[config.mk]
export PLATFORM = sky130hd
export DESIGN_NAME = timeout_message_table_top
export DESIGN_NICKNAME = d
export VERILOG_FILES = /design/src/sv/tmt_pkg.sv /design/src/sv/tmt_ram.sv /design/src/sv/tmt_front.sv /design/src/sv/tmt_back.sv /design/src/sv/timeout_message_table_top.sv
export VERILOG_INCLUDE_DIRS = /design/src /design/src/sv
export SDC_FILE = /design/constraint.sdc
export NUM_CORES = 1
export LEC_CHECK = 0
export BUFFER_PORTS_ARGS = -buffer_cell sky130_fd_sc_hd__buf_2
export CORE_MARGIN = 5
export CORE_UTILIZATION = 60
export CTS_BUF_LIST = sky130_fd_sc_hd__clkbuf_16
export CTS_CLUSTER_DIAMETER = 150
export CTS_CLUSTER_SIZE = 8
export DETAILED_ROUTE_END_ITERATION = 7
export PLACE_DENSITY = 0.77
export SYNTH_ARGS = -nofsm -noshare
export SYNTH_HDL_FRONTEND = slang
export SYNTH_HIERARCHICAL = 1
export SYNTH_SLANG_ARGS = --single-unit
[constraint.sdc]
create_clock -name aclk -period 5.6 [get_ports aclk]
set_input_delay 0.84 -clock aclk [delete_from_list [all_inputs] [get_ports aclk]]
set_output_delay 0.84 -clock aclk [all_outputs]
set_load 0.1 [all_outputs]
[src/sv/timeout_message_table_top_defines.svh]
// Assertion helpers for the timeout message table RTL
`ifndef TIMEOUT_MESSAGE_TABLE_TOP_DEFINES_SVH
`define TIMEOUT_MESSAGE_TABLE_TOP_DEFINES_SVH

// cond holds at every clock edge out of reset
`define TMT_ASSERT_ALWAYS(label, clk, rstn, cond, msg) \
    label: assert property (@(posedge clk) disable iff (!rstn) (cond)) else $error(msg);

// ante implies cons in the same cycle
`define TMT_ASSERT_IMPLY(label, clk, rstn, ante, cons, msg) \
    label: assert property (@(posedge clk) disable iff (!rstn) (ante) |-> (cons)) \
        else $error(msg);

// ante implies cons in the next cycle
`define TMT_ASSERT_NEXT(label, clk, rstn, ante, cons, msg) \
    label: assert property (@(posedge clk) disable iff (!rstn) (ante) |=> (cons)) \
        else $error(msg);

`endif

[src/sv/tmt_pkg.sv]
package tmt_pkg;

    localparam int TABLE_DEPTH_DEF = 16;
    localparam int MAX_RESULTS     = 16;
    localparam int RES_CNT_W       = $clog2(MAX_RESULTS + 1);
    localparam int HANDLE_W        = 8;
    localparam int DELAY_W         = 16;
    localparam int REM_W           = 17;
    localparam int TPS_W           = 16;
    localparam int SEC_W           = 8;
    localparam logic [TPS_W-1:0] TPS_RESET = 16'd1000;

    typedef enum logic {
        CMD_TICK   = 1'b0,
        CMD_INSERT = 1'b1
    } cmd_kind_t;

    typedef struct packed {
        cmd_kind_t             kind;
        logic [HANDLE_W-1:0]   handle;
        logic [DELAY_W-1:0]    delay;
    } cmd_t;

    typedef struct packed {
        logic [HANDLE_W-1:0] handle;
        logic [REM_W-1:0]    rem;
    } entry_t;

    typedef struct packed {
        logic                expired_valid;
        logic [HANDLE_W-1:0] expired_handle;
        logic                insert_rejected;
        logic [SEC_W-1:0]    seconds_value;
        logic                last_result;
    } result_t;

    typedef enum logic [1:0] {
        ST_IDLE   = 2'd0,
        ST_WALK   = 2'd1,
        ST_FINISH = 2'd2
    } back_state_t;

endpackage

[src/sv/tmt_ram.sv]
module tmt_ram #(
    parameter int WIDTH = 8,
    parameter int DEPTH = 16,
    localparam int AW = (DEPTH > 1) ? $clog2(DEPTH) : 1
) (
    input  logic             aclk,
    input  logic             we,
    input  logic [AW-1:0]    waddr,
    input  logic [WIDTH-1:0] wdata,
    input  logic [AW-1:0]    raddr,
    output logic [WIDTH-1:0] rdata
);

    logic [WIDTH-1:0] mem [0:DEPTH-1];
    logic [WIDTH-1:0] rdata_reg;

    always_ff @(posedge aclk) begin
        if (we) begin
            mem[waddr] <= wdata;
        end
        rdata_reg <= mem[raddr];
    end

    assign rdata = rdata_reg;

endmodule

[src/sv/tmt_front.sv]
module tmt_front (
    input  logic                                aclk,
    input  logic                                aresetn,
    input  logic                                s_valid,
    output logic                                s_ready,
    input  logic                                s_action,
    input  logic [tmt_pkg::HANDLE_W-1:0]        s_message_handle,
    input  logic [tmt_pkg::DELAY_W-1:0]         s_delay_ticks,
    output logic                                cmd_valid,
    input  logic                                cmd_ready,
    output tmt_pkg::cmd_t                       cmd
);

    tmt_pkg::cmd_t slot_reg [0:1];
    logic          wr_ptr_reg, wr_ptr_next;
    logic          rd_ptr_reg, rd_ptr_next;
    logic [1:0]    fill_reg, fill_next;
    logic          push, pop;
    tmt_pkg::cmd_t in_cmd;

    always_comb begin
        in_cmd.kind   = s_action ? tmt_pkg::CMD_INSERT : tmt_pkg::CMD_TICK;
        in_cmd.handle = s_message_handle;
        in_cmd.delay  = s_delay_ticks;
    end

    assign s_ready   = (fill_reg != 2'd2);
    assign cmd_valid = (fill_reg != 2'd0);
    assign cmd       = slot_reg[rd_ptr_reg];
    assign push      = s_valid && s_ready;
    assign pop       = cmd_valid && cmd_ready;

    always_comb begin
        wr_ptr_next = push ? ~wr_ptr_reg : wr_ptr_reg;
        rd_ptr_next = pop ? ~rd_ptr_reg : rd_ptr_reg;
        fill_next   = fill_reg + {1'b0, push} - {1'b0, pop};
    end

    always_ff @(posedge aclk) begin
        if (!aresetn) begin
            wr_ptr_reg <= 1'b0;
            rd_ptr_reg <= 1'b0;
            fill_reg   <= 2'd0;
        end else begin
            wr_ptr_reg <= wr_ptr_next;
            rd_ptr_reg <= rd_ptr_next;
            fill_reg   <= fill_next;
        end
    end

    always_ff @(posedge aclk) begin
        if (push) begin
            slot_reg[wr_ptr_reg] <= in_cmd;
        end
    end

endmodule

[src/sv/tmt_back.sv]
`include "timeout_message_table_top_defines.svh"

module tmt_back #(
    parameter int TABLE_DEPTH = tmt_pkg::TABLE_DEPTH_DEF
) (
    input  logic                          aclk,
    input  logic                          aresetn,
    input  logic                          cfg_we,
    input  logic [tmt_pkg::TPS_W-1:0]     cfg_wdata,
    input  logic                          cmd_valid,
    output logic                          cmd_ready,
    input  tmt_pkg::cmd_t                 cmd,
    output logic                          m_valid,
    input  logic                          m_ready,
    output tmt_pkg::result_t              result
);

    localparam int AW = (TABLE_DEPTH > 1) ? $clog2(TABLE_DEPTH) : 1;
    localparam int CW = $clog2(TABLE_DEPTH + 1);
    localparam int NW = tmt_pkg::RES_CNT_W;
    localparam int EW = $bits(tmt_pkg::entry_t);
    localparam logic [CW-1:0] DEPTH_C = CW'(TABLE_DEPTH);
    localparam logic [NW-1:0] MAX_C   = NW'(tmt_pkg::MAX_RESULTS);

    tmt_pkg::back_state_t state_reg, state_next;

    logic [tmt_pkg::TPS_W-1:0]    tps_reg, tps_next;
    logic [tmt_pkg::TPS_W-1:0]    tick_reg, tick_next, tick_inc;
    logic [tmt_pkg::SEC_W-1:0]    sec_reg, sec_next;
    logic [CW-1:0]                count_reg, count_next;
    logic [CW-1:0]                idx_reg, idx_next, idx_inc;
    logic [CW-1:0]                keep_reg, keep_next;
    logic [NW-1:0]                n_reg, n_next;
    logic                         pend_valid_reg, pend_valid_next;
    logic [tmt_pkg::HANDLE_W-1:0] pend_handle_reg, pend_handle_next;
    logic                         out_valid_reg;
    tmt_pkg::result_t             out_reg;

    logic             ram_we;
    logic [AW-1:0]    ram_waddr, ram_raddr;
    tmt_pkg::entry_t  ram_wdata, ram_q;
    logic [EW-1:0]    ram_rdata;

    logic             out_free, push;
    tmt_pkg::result_t push_res;
    logic             full, expired, emit, step_ok;

    tmt_ram #(
        .WIDTH (EW),
        .DEPTH (TABLE_DEPTH)
    ) u_table (
        .aclk  (aclk),
        .we    (ram_we),
        .waddr (ram_waddr),
        .wdata (ram_wdata),
        .raddr (ram_raddr),
        .rdata (ram_rdata)
    );

    assign ram_q    = tmt_pkg::entry_t'(ram_rdata);
    assign out_free = !out_valid_reg || m_ready;
    assign full     = (count_reg == DEPTH_C);
    assign idx_inc  = idx_reg + CW'(1);
    assign tick_inc = tick_reg + tmt_pkg::TPS_W'(1);
    assign expired  = (ram_q.rem <= tmt_pkg::REM_W'(1));
    assign emit     = expired && (n_reg < MAX_C);
    assign step_ok  = !(emit && pend_valid_reg) || out_free;
    assign tps_next = cfg_we ? cfg_wdata : tps_reg;

    always_comb begin
        state_next = state_reg;
        unique case (state_reg)
            tmt_pkg::ST_IDLE: begin
                if (cmd_valid && cmd.kind == tmt_pkg::CMD_TICK) begin
                    state_next = (count_reg == '0) ? tmt_pkg::ST_FINISH : tmt_pkg::ST_WALK;
                end
            end
            tmt_pkg::ST_WALK: begin
                if (step_ok && idx_inc == count_reg) begin
                    state_next = tmt_pkg::ST_FINISH;
                end
            end
            tmt_pkg::ST_FINISH: begin
                if (out_free) begin
                    state_next = tmt_pkg::ST_IDLE;
                end
            end
            default: state_next = tmt_pkg::ST_IDLE;
        endcase
    end

    always_comb begin
        tick_next        = tick_reg;
        sec_next         = sec_reg;
        count_next       = count_reg;
        idx_next         = idx_reg;
        keep_next        = keep_reg;
        n_next           = n_reg;
        pend_valid_next  = pend_valid_reg;
        pend_handle_next = pend_handle_reg;
        cmd_ready        = 1'b0;
        ram_we           = 1'b0;
        ram_waddr        = keep_reg[AW-1:0];
        ram_wdata        = ram_q;
        ram_raddr        = idx_reg[AW-1:0];
        push             = 1'b0;
        push_res.expired_valid   = 1'b0;
        push_res.expired_handle  = '0;
        push_res.insert_rejected = 1'b0;
        push_res.seconds_value   = sec_reg;
        push_res.last_result     = 1'b0;
        unique case (state_reg)
            tmt_pkg::ST_IDLE: begin
                ram_raddr = '0;
                if (cmd_valid) begin
                    unique case (cmd.kind)
                        tmt_pkg::CMD_INSERT: begin
                            if (out_free) begin
                                cmd_ready                = 1'b1;
                                push                     = 1'b1;
                                push_res.insert_rejected = full;
                                push_res.last_result     = 1'b1;
                                if (!full) begin
                                    ram_we           = 1'b1;
                                    ram_waddr        = count_reg[AW-1:0];
                                    ram_wdata.handle = cmd.handle;
                                    ram_wdata.rem    = {1'b0, cmd.delay};
                                    count_next       = count_reg + CW'(1);
                                end
                            end
                        end
                        tmt_pkg::CMD_TICK: begin
                            cmd_ready = 1'b1;
                            if (tick_inc >= tps_reg) begin
                                tick_next = '0;
                                sec_next  = sec_reg + tmt_pkg::SEC_W'(1);
                            end else begin
                                tick_next = tick_inc;
                            end
                            idx_next        = '0;
                            keep_next       = '0;
                            n_next          = '0;
                            pend_valid_next = 1'b0;
                        end
                        default: ;
                    endcase
                end
            end
            tmt_pkg::ST_WALK: begin
                if (step_ok) begin
                    idx_next  = idx_inc;
                    ram_raddr = idx_inc[AW-1:0];
                    if (emit) begin
                        if (pend_valid_reg) begin
                            push                    = 1'b1;
                            push_res.expired_valid  = 1'b1;
                            push_res.expired_handle = pend_handle_reg;
                        end
                        pend_valid_next  = 1'b1;
                        pend_handle_next = ram_q.handle;
                        n_next           = n_reg + NW'(1);
                    end else begin
                        ram_we           = 1'b1;
                        ram_wdata.handle = ram_q.handle;
                        ram_wdata.rem    = expired ? tmt_pkg::REM_W'(1)
                                                   : ram_q.rem - tmt_pkg::REM_W'(1);
                        keep_next        = keep_reg + CW'(1);
                    end
                end
            end
            tmt_pkg::ST_FINISH: begin
                if (out_free) begin
                    push                    = 1'b1;
                    push_res.expired_valid  = pend_valid_reg;
                    push_res.expired_handle = pend_valid_reg ? pend_handle_reg : '0;
                    push_res.last_result    = 1'b1;
                    count_next              = keep_reg;
                    pend_valid_next         = 1'b0;
                end
            end
            default: ;
        endcase
    end

    always_ff @(posedge aclk) begin
        if (!aresetn) begin
            state_reg      <= tmt_pkg::ST_IDLE;
            tps_reg        <= tmt_pkg::TPS_RESET;
            tick_reg       <= '0;
            sec_reg        <= '0;
            count_reg      <= '0;
            idx_reg        <= '0;
            keep_reg       <= '0;
            n_reg          <= '0;
            pend_valid_reg <= 1'b0;
            out_valid_reg  <= 1'b0;
        end else begin
            state_reg      <= state_next;
            tps_reg        <= tps_next;
            tick_reg       <= tick_next;
            sec_reg        <= sec_next;
            count_reg      <= count_next;
            idx_reg        <= idx_next;
            keep_reg       <= keep_next;
            n_reg          <= n_next;
            pend_valid_reg <= pend_valid_next;
            if (push) begin
                out_valid_reg <= 1'b1;
            end else if (m_ready) begin
                out_valid_reg <= 1'b0;
            end
        end
    end

    always_ff @(posedge aclk) begin
        pend_handle_reg <= pend_handle_next;
        if (push) begin
            out_reg <= push_res;
        end
    end

    assign m_valid = out_valid_reg;
    assign result  = out_reg;

    `TMT_ASSERT_ALWAYS(a_count_bound, aclk, aresetn, count_reg <= DEPTH_C,
        "entry count beyond table depth")
    `TMT_ASSERT_IMPLY(a_keep_behind, aclk, aresetn, state_reg == tmt_pkg::ST_WALK,
        keep_reg <= idx_reg && idx_reg < count_reg, "compaction write ahead of walk")
    `TMT_ASSERT_IMPLY(a_pend_count, aclk, aresetn, state_reg != tmt_pkg::ST_IDLE,
        pend_valid_reg == (n_reg != '0) && n_reg <= MAX_C, "held beat out of step with count")
    `TMT_ASSERT_NEXT(a_insert_grows, aclk, aresetn,
        cmd_valid && cmd_ready && cmd.kind == tmt_pkg::CMD_INSERT && !full,
        count_reg == $past(count_reg) + CW'(1), "insert did not grow the table")

endmodule

[src/sv/timeout_message_table_top.sv]
// Timeout message table.
// Input channel (s_valid/s_ready): s_action 1 inserts s_message_handle with
// s_delay_ticks remaining; s_action 0 is one timer tick. Result channel
// (m_valid/m_ready): one beat per insert (m_insert_rejected set when the table
// is full), and per tick one beat for each expired handle in table order, or a
// single beat with m_expired_valid low when nothing expires. m_last_result
// marks the final beat of an item; m_seconds_value is the seconds count.
// cfg_we/cfg_wdata set the tick period of the seconds count (reset 1000).
// Items pass a two-beat queue before the table engine, then an output register.
// Insert: one item per cycle while the result receiver keeps up.
// Tick: the table walk visits one stored entry per cycle unless a held expired
// beat waits on the receiver; the table RAM has one read and one write port.
// Reset empties the table and clears the tick and seconds counts.
// A stalled receiver holds the engine; the queue then fills and s_ready drops.
module timeout_message_table_top #(
    parameter int TABLE_DEPTH = tmt_pkg::TABLE_DEPTH_DEF
) (
    input  logic                           aclk,
    input  logic                           aresetn,
    input  logic                           cfg_we,
    input  logic [tmt_pkg::TPS_W-1:0]      cfg_wdata,
    input  logic                           s_valid,
    output logic                           s_ready,
    input  logic                           s_action,
    input  logic [tmt_pkg::HANDLE_W-1:0]   s_message_handle,
    input  logic [tmt_pkg::DELAY_W-1:0]    s_delay_ticks,
    output logic                           m_valid,
    input  logic                           m_ready,
    output logic                           m_expired_valid,
    output logic [tmt_pkg::HANDLE_W-1:0]   m_expired_handle,
    output logic                           m_insert_rejected,
    output logic [tmt_pkg::SEC_W-1:0]      m_seconds_value,
    output logic                           m_last_result
);

    logic             cmd_valid, cmd_ready;
    tmt_pkg::cmd_t    cmd;
    tmt_pkg::result_t result;

    tmt_front u_front (
        .aclk             (aclk),
        .aresetn          (aresetn),
        .s_valid          (s_valid),
        .s_ready          (s_ready),
        .s_action         (s_action),
        .s_message_handle (s_message_handle),
        .s_delay_ticks    (s_delay_ticks),
        .cmd_valid        (cmd_valid),
        .cmd_ready        (cmd_ready),
        .cmd              (cmd)
    );

    tmt_back #(
        .TABLE_DEPTH (TABLE_DEPTH)
    ) u_back (
        .aclk      (aclk),
        .aresetn   (aresetn),
        .cfg_we    (cfg_we),
        .cfg_wdata (cfg_wdata),
        .cmd_valid (cmd_valid),
        .cmd_ready (cmd_ready),
        .cmd       (cmd),
        .m_valid   (m_valid),
        .m_ready   (m_ready),
        .result    (result)
    );

    assign m_expired_valid   = result.expired_valid;
    assign m_expired_handle  = result.expired_handle;
    assign m_insert_rejected = result.insert_rejected;
    assign m_seconds_value   = result.seconds_value;
    assign m_last_result     = result.last_result;

endmodule

* After elaboration in Yosys (flattened, before gate mapping)
Memories as Yosys holds them, arrays and structs flattened. A register that Yosys moved wholly into a read port is not among the register bits.
Cells that the tools add are included.
** Storage, ports and cells
- Flip-flop bits (word level) :: 95
- Memory bits (writable) :: 450
- Input port bits :: 46
- Output and inout port bits :: 21
- Word-level logic and storage cells :: 155
- Memories kept :: 2
** Cells by class
- $add $sub $neg :: 9
- Magnitude comparators :: 3
- Equal/unequal tests :: 16
- Muxes and demuxes :: 76
- Bitwise logic cells :: 3
- Reductions and logical operators :: 27
** Memories
- u_back.u_table.mem :: words 16, bits a word 25, rd ports 1, clocked after memory_dff 1, wr ports 1, RTL line tmt_ram.sv:14 : logic [WIDTH-1:0] mem [0:DEPTH-1];
- u_front.slot_reg :: words 2, bits a word 25, rd ports 1, clocked after memory_dff 1, wr ports 1, RTL line tmt_front.sv:14 : tmt_pkg::cmd_t slot_reg [0:1];
** Operators with widths (count)
- $mux W25 :: 4
- $mux W5 :: 12
- $mux W17 :: 3
- $pmux W25 S2 :: 1
- $pmux W5 S2 :: 4
- $mux W9 :: 4
- $mux W1 :: 28
- $mux W4 :: 6
- $add A5 B1 Y5 const B :: 4
- $pmux W9 S2 :: 1
- $le A17 B1 Y1 const B :: 1
- $sub A17 B1 Y17 const B :: 1
- $add A16 B1 Y16 const B :: 1
- $ge A16 B16 Y1 :: 1
- $mux W16 :: 1
- $ne A2 B1 Y1 const B :: 8
- $reduce_and A4 Y1 :: 3
- $reduce_and A6 Y1 :: 2
- $reduce_and A5 Y1 :: 2
- $reduce_and A3 Y1 :: 3
- $add A8 B1 Y8 const B :: 1
- $mux W2 :: 4
- $mux W8 :: 1
- $ne A2 B2 Y1 const B :: 4
- 19 further kinds :: 34

* Longest topological paths before layout
- Depth after elaboration :: 9
- Gate-level depth with buffers :: 14
- Gate-level depth less buffers :: 11

* Hierarchy
The synthesis kept the hierarchy.
** Modules (own cells, without submodules)
- tmt_ram :: instances 1, cells each 660, area each 15551.2 um2, sequential area each 12512.0 um2
- tmt_back :: instances 1, cells each 674, area each 5735.5 um2, sequential area each 2092.0 um2
- tmt_front :: instances 1, cells each 102, area each 2144.6 um2, sequential area each 1601.5 um2

* Worst setup path before layout
Ideal clock, no wire load.
- Path type :: register to register
- From :: register u_back.out_valid_reg, in the netlist u_back/m_valid
- To :: memory u_back/u_table/mem[0][0] in the netlist's numbering, enable pin
- Library setup time :: 0.438 ns
- Arrival :: 4.108 ns
- Setup slack :: 1.054 ns
- Cell stages (with the launch flop) :: 8
- Buffers on the path :: 3
- Cell sequence :: dfxtp_1 nor2b_1 clkbuf_1 nor4_1 clkbuf_1 clkbuf_1 o21ai_0 nor3_1
** Between the ends
- Elaborated cells between the ends (all ways) :: 14
- Those cells by class :: mux (11); reduce/logical (3)
** RTL lines
- start: declaration :: RTL line tmt_back.sv:36 : logic out_valid_reg;
- start signal: assignment :: RTL line tmt_back.sv:196 : out_valid_reg <= 1'b0;
- start signal: assignment :: RTL line tmt_back.sv:208 : out_valid_reg <= 1'b1;
- start signal: assignment :: RTL line tmt_back.sv:210 : out_valid_reg <= 1'b0;
- $logic_not A1 Y1 :: RTL line tmt_back.sv:61 : assign out_free = !out_valid_reg || m_ready;
- $logic_or A1 B1 Y1 :: RTL line tmt_back.sv:61
- $mux W4 :: RTL line tmt_back.sv:118 : if (out_free) begin
- $mux W4 :: RTL line tmt_back.sv:116 : unique case (cmd.kind)
- $mux W4 :: RTL line tmt_back.sv:115 : if (cmd_valid) begin
- $mux W4 :: RTL line tmt_back.sv:112 : unique case (state_reg)
- named net u_back.ram_waddr[0] :: RTL line tmt_back.sv:40 : logic [AW-1:0] ram_waddr, ram_raddr;
- end: declaration :: RTL line tmt_ram.sv:14
The timed path passes the listed nets, and every way through them passes these cells.

* Final worst setup path
- From :: register u_back.state_reg[0]
- To :: memory u_back/u_table/mem[15][3] in the netlist's numbering, enable pin
** Between the ends
- Elaborated cells between the ends (all ways) :: 6
- Those cells by class :: eq/ne (1); mux (4); reduce/logical (1)
** RTL lines
- start: declaration :: RTL line tmt_back.sv:25 : tmt_pkg::back_state_t state_reg, state_next;
- start signal: assignment :: RTL line tmt_back.sv:187 : state_reg <= tmt_pkg::ST_IDLE;
- start signal: assignment :: RTL line tmt_back.sv:198 : state_reg <= state_next;
- $logic_not A2 Y1 :: RTL line tmt_back.sv:112
- $mux W4 :: RTL line tmt_back.sv:112
- named net u_back.ram_waddr[0] :: RTL line tmt_back.sv:40
The timed path passes the listed nets, and every way through them passes these cells.

==> metrics.md <==
| Metric | Value |
|---|---|
| Row count | 72 |
| Fin crit share | 74.7% |
| Leak | 9.11 nW |
| Core area | 38600 µm² |
| Sink Count | 571 |
| Commonest non-fill, non-tap cell in the layout | edfxtp_1 |
| Syn nets | 1513 |
| Syn_area_per_cell | 16.3 µm² |
| Post-synthesis compound-gate area fraction | 6.22% |
| Pins Over Slew Limit | 0 |
| Cell Area, Synth | 23400 µm² |
| DRT Pass-1 Iters | 5 |
| Deepest clock path buffer count | 3 |
| Final-report setup violation count | 0 |
| Layout cells sized above 1 | 22.0% |
| Die height | 208 µm |
| Vias in the first global route | 13.6k |
| Placed insts | 1966 |
| Final Non-Filler Cells | 2112 |
| Simple-gate share of the synthesized area | 7.32% |
| # hold bufs at CTS | 0 |
| Critical path launch point | u_back/state_reg[0]$_SDFFE_PN0P_ |
| Fin util | 69.2% |
| Arr. time, crit path | 4.39 ns |
| WP data required | 5.80 ns |
| Hold Path Class | in2reg |
| Htree depth | 3 |
| Die area | 43100 µm² |
| Total Routing Usage GR | 24.0% |
| Cell taking the most area after synthesis | edfxtp_1 |
| Mux share of post-synthesis cell area | 12.1% |
| Warnings from Yosys | 6 |
| Initial antenna violation count | 0 |
| Setup repair bufs after CTS | 0 |
| Status | finished, final reports clean |
| Vias | 13.5k |
| Remaining DRCs | 0 |
| Share of the synthesized area in the top cell type | 61.1% |
| Die Width | 208 µm |
| IO Pins | 67 |
| Worst slew margin | 12.4% |
| Clk pin slew, worst setup/hold paths | 0.05 ns |
| First-pass GRT wire length | 79500 µm |
| Most frequent cells in the layout | edfxtp_1, nand2_1, mux4_2 |
| Reg2reg start | u_back/state_reg[0]$_SDFFE_PN0P_ |
| Worst Tran Pin Value | 1.31 ns |
| Max Freq | 239 MHz |
| Post-synthesis xor/xnor area fraction | 1.23% |
| Async SR Flop Fraction | 0% |
| Starting Density | 60.6% |
| Crit path launch type | register |
| PwrDens | 520 nW/µm² |
| Largest family of logic cells by synthesized area | multiplexers |
| GR Overflow Total | 0 |
| Antenna viol nets, final | 0 |
| CP endpoint kind | register |
| Total Neg Setup Slack | 0 ns |
| Total wire length | 52000 µm |
| Fin crit period | 4.18 ns |
| CTS Root Cell | clkbuf_16 |
| Routability Congestion | 0.901 |
| Seq cells post-synth | 571 |
| Final Hold Viols | 0 |
| Port Buf Inserts | 66 |
| Layout area overhead | 14.2% |
| TritonCTS clock tree | built |
| DP Area | 24400 µm² |
| Synth top area cells | edfxtp_1, mux4_2, dfxtp_1, nand2_1, a22oi_1 |
| Vias per cell | 6.39 |
| RSZ-0062 raised after global routing | no |
| WS Path Type | reg2reg |
| Peak supply drop | 0.000435 V |
| Sequential share of the synthesized area | 69.2% |
| Yosys cell types | 73 |
| Main synth FF type | edfxtp_1 |
| Hold_ws | 0.441 ns |
| DP HPWL | 30400 µm |
| Max-cap violations | 0 |
| Clk Latency, worst-skew pair | 0.60 ns |
| Wire per inst | 24.6 µm |
| Largest net degree at the start of global routing | 62 |
| Layout Skew | 0.0174 ns |
| Starting DRC count in detailed routing | 1463 |
| Critical-path maximum fanout | 29 |
| Gate Count Post-Synth | 1436 |
| TritonCTS Buffers | 81 |
| Fraction of the mapped netlist area in adder cells | 1.66% |
| Max reg flops | 400 |
| Hold Crit Start | s_delay_ticks[9] |
| Nets | 1608 |
| Post-synth EDFFs | 477 |
| Fin area | 26700 µm² |
| Post-CTS sizing | 0 |
## per-layer routing
metal  vias up  GRT usage, %  part of all wire [%]  wire (µm)
met1      6883          33.3                    40      20900
met3       106          6.14                   8.6       4470
met5         -             0                     0          0
met2       624          38.0                    48      25200
li1       5891             -                     -          -
met4         0          7.61                   2.9       1520
## kinds of logic after synthesis
logic type | Yosys count
AND/OR/NAND/NOR | 335
buffers and inverters | 110
XOR/XNOR | 33
multiplexers | 148
AO/OA/AOI/OAI | 208
adder cells (fa/ha/maj) | 31
flip-flops | 571
## stage by stage
stage	power [mW]	setup WS (ns)
after floorplan	8.62	1.05
after global placement	9.43	1.70
after detailed placement	9.54	1.50
after CTS	14.0	1.47
after global routing	14.5	1.21
final	13.9	1.42
## power by group
group | total (mW) | switching (mW) | internal (mW)
Combinational | 3.48 | 2.38 | 1.10
Clock | 4.38 | 1.72 | 2.66
Sequential | 6.04 | 0.262 | 5.78
Total | 13.9 | 4.36 | 9.54
## path summary, 6_finish.rpt
kind                                         endpoint  slack [ns]  depth (start not counted)
setup / recovery  u_back/u_table/mem[15][3]$_DFFE_PP_        1.42                          9
setup reg to reg  u_back/u_table/mem[15][3]$_DFFE_PP_        1.42                          9
hold / removal       u_front/slot_reg[1][9]$_DFFE_PP_        0.44                          1
hold reg to reg   u_back/pend_handle_reg[4]$_DFFE_PP_        0.44                          0
## cells in the mapped netlist, types with 17 or more instances
master      n
a21oi_1    33
o21ai_0    31
dfxtp_1    94
nand3_1    34
nor2b_1    17
nor3_1     20
ha_1       31
a22oi_1    54
xor2_1     17
inv_1      32
o211ai_1   18
mux2_4     20
edfxtp_1  477
nand4_1    26
clkbuf_1   48
nor2_1     49
nand2_1   110
mux4_2    100
mux2i_1    20
## critical path, cell delays in order, from the launching register on
cell	delay [ns]
dfxtp_1	0.34
inv_1	0.10
ha_1	0.47
nand2_1	0.23
nor4_2	0.34
buf_4	0.40
nand2_1	0.09
o21ai_0	0.39
nand2_1	0.46
nor2_4	0.96
## area by class of cell
type	count	area (µm²)
clock inverters	62	288
multi-input cells	755	6860
repair buffers	90	548
well taps	518	648
inverters	32	120
fillers	2395	11900
diodes	1	2.50
flip-flops and latches	571	16200
clock buffers	83	2080
No activity file was read; power rests on OpenSTA's default activity.
